## config.mk

```make
export PLATFORM = sky130hd
export DESIGN_NAME = playfair_digraph_cipher_unit
export DESIGN_NICKNAME = d
export VERILOG_FILES = /design/src/rtl/pfc_pkg.sv /design/src/rtl/pfc_locate.sv /design/src/rtl/pfc_xform.sv /design/src/rtl/playfair_digraph_cipher_unit.sv
export SDC_FILE = /design/constraint.sdc
export NUM_CORES = 1
export LEC_CHECK = 0
export BUFFER_PORTS_ARGS = -buffer_cell sky130_fd_sc_hd__buf_2
export CORE_MARGIN = 10
export CORE_UTILIZATION = 50
export DETAILED_ROUTE_END_ITERATION = 6
export GPL_ROUTABILITY_DRIVEN = 1
export PLACE_DENSITY = 0.69
export SYNTH_ARGS = -nofsm -noshare
export SYNTH_HDL_FRONTEND = slang
export SYNTH_HIERARCHICAL = 1
export SYNTH_SLANG_ARGS = --single-unit
```

## constraint.sdc

```tcl
create_clock -name clk -period 4.7 [get_ports clk]
set_input_delay 0.705 -clock clk [delete_from_list [all_inputs] [get_ports clk]]
set_output_delay 0.705 -clock clk [all_outputs]
set_load 0.005 [all_outputs]
```

## src/rtl/pfc_pkg.sv

```systemverilog
// Shared types, constants and square helpers for the Playfair digraph cipher unit.
package pfc_pkg;

    localparam int SIDE   = 5;
    localparam int CODE_W = 5;
    localparam int ROW_W  = SIDE * CODE_W;
    localparam int POS_W  = 3;
    localparam int ADDR_W = 5;
    localparam int DATA_W = 32;

    localparam logic [CODE_W-1:0] CODE_I = 5'd8;
    localparam logic [CODE_W-1:0] CODE_J = 5'd9;

    localparam logic [POS_W-1:0] POS_0 = 3'd0;
    localparam logic [POS_W-1:0] POS_1 = 3'd1;
    localparam logic [POS_W-1:0] POS_2 = 3'd2;
    localparam logic [POS_W-1:0] POS_3 = 3'd3;
    localparam logic [POS_W-1:0] POS_4 = 3'd4;

    typedef logic [SIDE-1:0][ROW_W-1:0] square_t;

    typedef struct packed {
        logic             hit;
        logic [POS_W-1:0] row;
        logic [POS_W-1:0] col;
    } loc_t;

    function automatic logic [CODE_W-1:0] cell_at(input square_t sq,
                                                  input logic [POS_W-1:0] r,
                                                  input logic [POS_W-1:0] c);
        logic [ROW_W-1:0] row_bits;
        row_bits = sq[r];
        return row_bits[c*CODE_W +: CODE_W];
    endfunction

    // wraps within 0..SIDE-1
    function automatic logic [POS_W-1:0] step_pos(input logic [POS_W-1:0] p,
                                                  input logic back);
        logic [POS_W-1:0] q;
        unique case (p)
            POS_0:   q = back ? POS_4 : POS_1;
            POS_1:   q = back ? POS_0 : POS_2;
            POS_2:   q = back ? POS_1 : POS_3;
            POS_3:   q = back ? POS_2 : POS_4;
            POS_4:   q = back ? POS_3 : POS_0;
            default: q = POS_0;
        endcase
        return q;
    endfunction

endpackage

```

## src/rtl/pfc_locate.sv

```systemverilog
// Parallel lookup of one letter code in the key square; last match in row-major order wins.
module pfc_locate (
    input  pfc_pkg::square_t               square,
    input  logic [pfc_pkg::CODE_W-1:0]     code,
    output pfc_pkg::loc_t                  loc
);
    import pfc_pkg::*;

    always_comb
    begin
        loc = '0;
        for (int r = 0; r < SIDE; r++)
        begin
            for (int c = 0; c < SIDE; c++)
            begin
                if (square[r][c*CODE_W +: CODE_W] == code)
                begin
                    loc.hit = 1'b1;
                    loc.row = POS_W'(r);
                    loc.col = POS_W'(c);
                end
            end
        end
    end

endmodule

```

## src/rtl/pfc_xform.sv

```systemverilog
// Digraph row shift, column shift, rectangle swap or pass-through.
module pfc_xform (
    input  pfc_pkg::square_t               square,
    input  logic                           back,
    input  logic [pfc_pkg::CODE_W-1:0]     first_raw,
    input  logic [pfc_pkg::CODE_W-1:0]     second_raw,
    input  pfc_pkg::loc_t                  loc_a,
    input  pfc_pkg::loc_t                  loc_b,
    output logic [pfc_pkg::CODE_W-1:0]     res_first,
    output logic [pfc_pkg::CODE_W-1:0]     res_second,
    output logic                           res_found
);
    import pfc_pkg::*;

    always_comb
    begin
        res_found = loc_a.hit && loc_b.hit;
        priority if (!res_found)
        begin
            res_first  = first_raw;
            res_second = second_raw;
        end
        else if (loc_a.row == loc_b.row)
        begin
            res_first  = cell_at(square, loc_a.row, step_pos(loc_a.col, back));
            res_second = cell_at(square, loc_b.row, step_pos(loc_b.col, back));
        end
        else if (loc_a.col == loc_b.col)
        begin
            res_first  = cell_at(square, step_pos(loc_a.row, back), loc_a.col);
            res_second = cell_at(square, step_pos(loc_b.row, back), loc_b.col);
        end
        else
        begin
            res_first  = cell_at(square, loc_a.row, loc_b.col);
            res_second = cell_at(square, loc_b.row, loc_a.col);
        end
    end

endmodule

```

## src/rtl/playfair_digraph_cipher_unit.sv

```systemverilog
// Top level of the Playfair digraph cipher unit: key square registers, request and result stages.
//
// One digraph request is taken in every clock cycle; busy never rises. A request is
// captured in the input register at the edge where start is high, and its result is
// presented on out_first, out_second and found with done high for one cycle,
// registered at the next edge: the key square lookup and substitution sit between those two
// registers. The receiver cannot stall, so a result must be taken in its done cycle.
// The key square is five APB registers at byte addresses 0x00 to 0x10, reset to zero,
// to be written only while no request is in flight.
module playfair_digraph_cipher_unit (
    input  logic                           clk,
    input  logic                           rst_n,
    input  logic                           start,
    output logic                           busy,
    input  logic                           func,
    input  logic [pfc_pkg::CODE_W-1:0]     first_letter,
    input  logic [pfc_pkg::CODE_W-1:0]     second_letter,
    output logic                           done,
    output logic [pfc_pkg::CODE_W-1:0]     out_first,
    output logic [pfc_pkg::CODE_W-1:0]     out_second,
    output logic                           found,
    input  logic                           psel,
    input  logic                           penable,
    input  logic                           pwrite,
    input  logic [pfc_pkg::ADDR_W-1:0]     paddr,
    input  logic [pfc_pkg::DATA_W-1:0]     pwdata,
    output logic [pfc_pkg::DATA_W-1:0]     prdata,
    output logic                           pready
);
    import pfc_pkg::*;

    localparam int IDX_W = ADDR_W - 2;

    square_t             square_reg;
    square_t             square_next;

    logic                req_valid_reg;
    logic                req_func_reg;
    logic [CODE_W-1:0]   req_first_reg;
    logic [CODE_W-1:0]   req_second_reg;

    logic                done_reg;
    logic [CODE_W-1:0]   out_first_reg;
    logic [CODE_W-1:0]   out_second_reg;
    logic                found_reg;

    logic [IDX_W-1:0]    reg_idx;
    logic                cfg_write;
    logic [CODE_W-1:0]   key_first;
    logic [CODE_W-1:0]   key_second;
    loc_t                loc_a;
    loc_t                loc_b;
    logic [CODE_W-1:0]   res_first;
    logic [CODE_W-1:0]   res_second;
    logic                res_found;

    assign busy   = 1'b0;
    assign pready = 1'b1;

    assign reg_idx   = paddr[ADDR_W-1:2];
    assign cfg_write = psel && penable && pwrite;

    always_comb
    begin
        square_next = square_reg;
        for (int i = 0; i < SIDE; i++)
        begin
            if (cfg_write && (reg_idx == IDX_W'(i)))
            begin
                square_next[i] = pwdata[ROW_W-1:0];
            end
        end
    end

    always_comb
    begin
        prdata = '0;
        for (int i = 0; i < SIDE; i++)
        begin
            if (reg_idx == IDX_W'(i))
            begin
                prdata = DATA_W'(square_reg[i]);
            end
        end
    end

    always_ff @(posedge clk or negedge rst_n)
    begin
        if (!rst_n)
        begin
            square_reg <= '0;
        end
        else
        begin
            square_reg <= square_next;
        end
    end

    // request stage
    always_ff @(posedge clk or negedge rst_n)
    begin
        if (!rst_n)
        begin
            req_valid_reg <= 1'b0;
        end
        else
        begin
            req_valid_reg <= start;
        end
    end

    always_ff @(posedge clk)
    begin
        if (start)
        begin
            req_func_reg   <= func;
            req_first_reg  <= first_letter;
            req_second_reg <= second_letter;
        end
    end

    // j folds to i before lookup
    assign key_first  = (req_first_reg  == CODE_J) ? CODE_I : req_first_reg;
    assign key_second = (req_second_reg == CODE_J) ? CODE_I : req_second_reg;

    pfc_locate u_locate_a (
        .square (square_reg),
        .code   (key_first),
        .loc    (loc_a)
    );

    pfc_locate u_locate_b (
        .square (square_reg),
        .code   (key_second),
        .loc    (loc_b)
    );

    pfc_xform u_xform (
        .square     (square_reg),
        .back       (req_func_reg),
        .first_raw  (req_first_reg),
        .second_raw (req_second_reg),
        .loc_a      (loc_a),
        .loc_b      (loc_b),
        .res_first  (res_first),
        .res_second (res_second),
        .res_found  (res_found)
    );

    // result stage
    always_ff @(posedge clk or negedge rst_n)
    begin
        if (!rst_n)
        begin
            done_reg <= 1'b0;
        end
        else
        begin
            done_reg <= req_valid_reg;
        end
    end

    always_ff @(posedge clk)
    begin
        if (req_valid_reg)
        begin
            out_first_reg  <= res_first;
            out_second_reg <= res_second;
            found_reg      <= res_found;
        end
    end

    assign done       = done_reg;
    assign out_first  = out_first_reg;
    assign out_second = out_second_reg;
    assign found      = found_reg;

endmodule

```

==> impl_metrics.tcl, run 1 <==
set metrics [dict create \
    wl_mm 87.3 \
    wl_per_cell_um 35.9 \
    cp.arrival_ps 4920 \
    maxCapViolations 0 \
    vdd_drop_max_mv 0.361 \
    n_fill_cell 2885 \
    post-route-util 0.605 \
    syn_avg_cell_area_um2 9.46 \
    place_area_um2 18600 \
    tightest_slew_ps 1030 \
    relSlewSlack 0.316 \
    clock-sinks 149 \
    grt_first_pass_wirelength_mm 121 \
    drt_pass1_iterations 6 \
    leakage_nw 8.42 \
    htree_num_levels 4 \
    cts_hold_buf 0 \
    path_clk_slew_ps 80 \
    async_flop_share 0.852 \
    path_class "reg2reg" \
    status "finished with violations" \
    drive_gt1_frac 0.328 \
    ys_seq_area_frac 0.229 \
    synth_cell_types 99 \
    grt_pass1_vias 16200 \
    cp_data_required_time_ps 4910 \
    cts_made_buffers 17 \
    final_common_cell "buf_4" \
    slew_viol_final 0 \
    drc 0 \
    postLayoutCellArea_um2 19800 \
    grt_overflow 0 \
    skew_ps 11.8 \
    layout.nets 2031 \
    antenna_found_initial 2 \
    cts_tree "yes" \
    ys_warn_count 6 \
    p_per_area_nw_per_um2 733 \
    io_buffers 81 \
    final_hold_viol_count 0 \
    fmax_ghz 0.212 \
    mostFrequentLayoutCells "buf_4 (235), xor2_1 (138), mux2i_1 (128)" \
    finalSetupViolCount 1 \
    min_period_ps 4720 \
    die_w_um 203 \
    cp-end-kind "flip-flop" \
    setup_tns_ps -16.5 \
    violations "negative setup slack" \
    reg2reg_depth 17 \
    via_count 17626 \
    hold_class "in2async" \
    synthTopCellsByArea "dfrtp_1 (19%), mux2i_1 (7.8%), xor2_1 (7.2%)" \
    core_um2 32800 \
    area_growth_pct 18.4 \
    finalCritPeriodShare 1.00 \
    insertion_delay_ps 470 \
    ioPinCount 100 \
    synth_edf_count 22 \
    routabilityCongestion 1.13 \
    dp_hpwl_mm 63.1 \
    grt_max_degree 93 \
    initial_core_util 0.511 \
    synth_top_area_share 0.190 \
    cp_max_fo 34 \
    setup_slack_ps -16.5 \
    drt_iter0_drc 2902 \
    die_area_um2 41200 \
    vias_per_cell 7.24 \
    syn_inst 1769 \
    cts_buffer_depth 2 \
    placementRows 66 \
    ant_nets 0 \
    largest_register_ffs 125 \
    track_usage 0.404 \
    die_y_um 203 \
    cts_root_buf "clkbuf_16" \
    synth-seq-cells 149 \
    yosys_most_used_dff "dfrtp_1" \
    place_ws_ps -229 \
    syn_area_um2 16700 \
    critPathLaunchType "flip-flop" \
    synth_area_leader_cell "dfrtp_1" \
]
-- final cells by class --
cell class | count | area, um2 | area share
inverters | 22 | 82.6 | 0.00417
repair buffers | 339 | 2630 | 0.133
diodes | 1 | 2.50 | 0.000126
clock inverters | 15 | 201 | 0.0102
flip-flops and latches | 149 | 3840 | 0.194
well taps | 442 | 553 | 0.0279
multi-input cells | 1448 | 12100 | 0.610
clock buffers | 17 | 425 | 0.0215
-- stage by stage --
stage	hold WS (ps)	total power [mW]	std cells
2_1_floorplan	409	8.00	1776
3_5_place_dp	547	11.8	2371
5_1_grt	386	14.9	2432
3_3_place_gp	532	11.8	2371
4_1_cts	367	13.4	2406
6_report	308	14.5	2433
-- layer usage --
metal	vias up	part of all wire	global-route usage
met5	-	0.00035	0
met4	4	0.086	0.277
met3	437	0.13	0.116
met2	1643	0.41	0.589
met1	8534	0.37	0.508
li1	7008	-	-
-- worst max-delay path, cell delays in order (launching register included) --
cell	delay (ps)
edfxtp_1	400
o41a_1	470
buf_12	190
xor2_1	210
nor3_2	330
nand3_2	230
and2_4	210
nand3_1	170
nor3_4	90
nor2_4	240
buf_12	270
mux2i_1	300
nor2b_1	170
nor3_1	60
a211oi_1	350
o221ai_1	210
a31oi_1	330
o31ai_1	140
-- report_power, final --
group	switching, mW	total, mW	leakage [nW]	internal (mW)
clock	0.743	1.48	0.303	0.737
combinational	6.08	10.7	6.28	4.58
sequential	0.769	2.38	1.84	1.61
total	7.59	14.5	8.42	6.93
-- cells in the mapped netlist, types with 9 or more instances --
| library cell | number |
|---|---|
| buf_2 | 36 |
| mux2_4 | 40 |
| o21ai_0 | 39 |
| nand3_1 | 69 |
| a31oi_1 | 12 |
| o221ai_1 | 15 |
| buf_4 | 36 |
| xnor2_1 | 121 |
| inv_1 | 21 |
| o21ai_1 | 10 |
| a211o_1 | 33 |
| o22ai_1 | 39 |
| nand2_1 | 71 |
| mux2_2 | 105 |
| o211ai_1 | 13 |
| nor2_1 | 94 |
| a22oi_1 | 9 |
| a211oi_1 | 16 |
| clkbuf_1 | 42 |
| nand4_1 | 12 |
| nand2b_1 | 20 |
| mux4_2 | 41 |
| a21oi_1 | 99 |
| mux2i_1 | 130 |
| o32ai_1 | 11 |
| a21boi_0 | 29 |
| dfrtp_1 | 127 |
| nor3_1 | 61 |
| a221oi_1 | 18 |
| nor3_2 | 12 |
| nor2b_1 | 22 |
| edfxtp_1 | 22 |
| buf_6 | 38 |
| xor2_1 | 138 |
-- cells by family (layout without fill, tap and decap cells) --
| group | Yosys count | count (layout) | share of synthesized area |
|---|---|---|---|
| buf+inv | 181 | 393 | 0.0724 |
| mux | 319 | 319 | 0.241 |
| xor+xnor | 260 | 260 | 0.136 |
| flops | 149 | 149 | 0.229 |
| other cells | 2 | 10 | 0.000449 |
| compound gates | 434 | 435 | 0.185 |
| simple gates | 424 | 425 | 0.135 |
-- worst paths after layout --
kind                                       start               to  slack, ps
max in group asynchronous                  rst_n    square_reg[7]       3270
worst max register to register  req_first_reg[1]     out_first[2]        -20
min in group clk                            func     req_func_reg        410
worst max-delay path            req_first_reg[1]     out_first[2]        -20
worst min register to register    square_reg[66]   square_reg[66]        570
worst min-delay path                       rst_n  square_reg[115]        310
-- repair_timing --
| item | CTS | global route |
|---|---|---|
| buffers inserted | 3 | 21 |
| cloned | 0 | 5 |
| pin swaps | 2 | 17 |
| resized for setup | 8 | 59 |
| setup endpoints to repair | 10 | 10 |
No activity file was read; power rests on OpenSTA's default activity.
==> run 2: changes to the inputs <==
CORE_MARGIN = unset   (was 10)
SKIP_CTS_REPAIR_TIMING = 1   (was unset)
==> impl_metrics.tcl, run 2 (same netlist as run 1, synthesis figures left out) <==
set metrics [dict create \
    ff_latch_area_um2 3840 \
    fmax_ghz 0.209 \
    vias_per_cell 7.30 \
    insertion_delay_ps 470 \
    finalSetupViolCount 4 \
    min_period_ps 4780 \
    largest_register_ffs 125 \
    io_buffers 81 \
    cp_cell_sequence "o41a_1 > buf_12 > xor2_1 > nor3_1 > nand3_1 > nor2b_1 > nand3_1 > buf_4 > nor2_1 > nand4_1 > nand2_1 > inv_2 > nand4_1 > buf_4 > o21bai_1 > a221oi_1 > o21ai_1 > o311ai_1" \
    area_growth_pct 18.8 \
    drive_gt1_frac 0.333 \
    die_y_um 185 \
    setup_slack_ps -77.4 \
    critPathLaunchType "flip-flop" \
    cp.arrival_ps 5050 \
    dp_hpwl_mm 63.1 \
    mostFrequentLayoutCells "buf_4 (262), xor2_1 (138), mux2i_1 (128)" \
    via_count 17913 \
    globalRouteMet2Util 0.731 \
    hold_class "in2async" \
    initial_core_util 0.512 \
    cts_made_buffers 17 \
    crit_path_max_incr_delay_ps 500 \
    die_w_um 185 \
    leakage_nw 8.49 \
    htree_num_levels 4 \
    ant_nets 0 \
    tightest_slew_ps 1050 \
    grt_max_degree 128 \
    routabilityCongestion 1.11 \
    skew_ps 7.26 \
    cts_tree "yes" \
    grt_pass1_vias 16833 \
    wl_mm 87.3 \
    drt_iter0_drc 2986 \
    multiInputGateArea_um2 12000 \
    placementRows 66 \
    holdWs_ps 258 \
    maxCapViolations 0 \
    vdd_drop_max_mv 0.426 \
    track_usage 0.513 \
    worstSetupStartpoint "req_second_reg[1]" \
    grt_overflow 0 \
    rr_startpoint "req_second_reg[1]" \
    cp_max_fo 25 \
    rsz0062_at_grt "true" \
    slew_viol_final 0 \
    antenna_found_initial 4 \
    cts_buffer_depth 2 \
    antenna-diode-count 0 \
    met3_usage 0.189 \
    path_class "reg2reg" \
    finalCritPeriodShare 1.02 \
    cp_data_required_time_ps 4970 \
    grtUsageMet1 0.629 \
    wl_per_cell_um 35.6 \
    clock-sinks 149 \
    final_common_cell "buf_4" \
    setup_tns_ps -177 \
    grt.busiest_layer "met2" \
    cts_root_buf "clkbuf_16" \
    n_fill_cell 2863 \
    p_per_area_nw_per_um2 757 \
    path_clk_slew_ps 70 \
    violations "design-rule violations, negative setup slack" \
    relSlewSlack 0.300 \
    drt_pass1_iterations 7 \
    final_hold_viol_count 0 \
    drc 45 \
    status "finished with violations" \
    cpMaxStageDelayCell "o41a_1" \
    grt_first_pass_wirelength_mm 123 \
    cp-end-kind "flip-flop" \
    die_area_um2 34200 \
    core_um2 32700 \
    layout.nets 2053 \
    ioPinCount 100 \
]
## run 2: worst max-delay path, delay by kind of cell (launching register included)
kind | cells | cell delay, ps
XOR/XNOR | 1 | 200
flip-flops | 1 | 410
buffers and inverters | 4 | 850
AO/OA/AOI/OAI | 5 | 1270
AND/OR/NAND/NOR | 8 | 1790
## run 2: final timing paths
path                             endpoint  slack [ps]  cells past startpoint
hold reg to reg            square_reg[44]         570                      1
setup reg to reg            out_second[4]         -80                     18
setup / recovery            out_second[4]         -80                     18
min in group clk             req_func_reg         410                      1
hold / removal             square_reg[23]         260                      2
max in group asynchronous  square_reg[38]        3720                      2
## run 2: area by class of cell
class                           count  area share
Clock buffer                       18      0.0221
Clock inverter                     14      0.0104
Timing Repair Buffer              363       0.140
Inverter                           22     0.00415
Sequential cell                   149       0.193
Tap cell                          442      0.0278
Multi-Input combinational cell   1446       0.603
## run 2: metal layers
metal	part of all wire	wire (um)
met1	0.36	31100
met2	0.40	35300
met3	0.14	12200
met4	0.098	8560
met5	0.00072	63
## run 2: through the flow
step | util | instances | setup WS, ps | total power [mW] | area (um2)
floorplan | - | 1776 | 626 | 8.00 | 16800
global placement | 0.579 | 2416 | 83.3 | 12.5 | 18900
detailed placement | 0.579 | 2416 | -14.9 | 12.5 | 18900
CTS | 0.599 | 2448 | -40.5 | 14.1 | 19600
global route | 0.608 | 2454 | -86.3 | 15.4 | 19900
finish | 0.608 | 2454 | -77.4 | 15.1 | 19900
## run 2: power breakdown
part / switching (mW) / internal, mW
sequential: 0.775 / 1.61
clock: 0.704 / 0.835
combinational: 6.32 / 4.81
total: 7.80 / 7.25
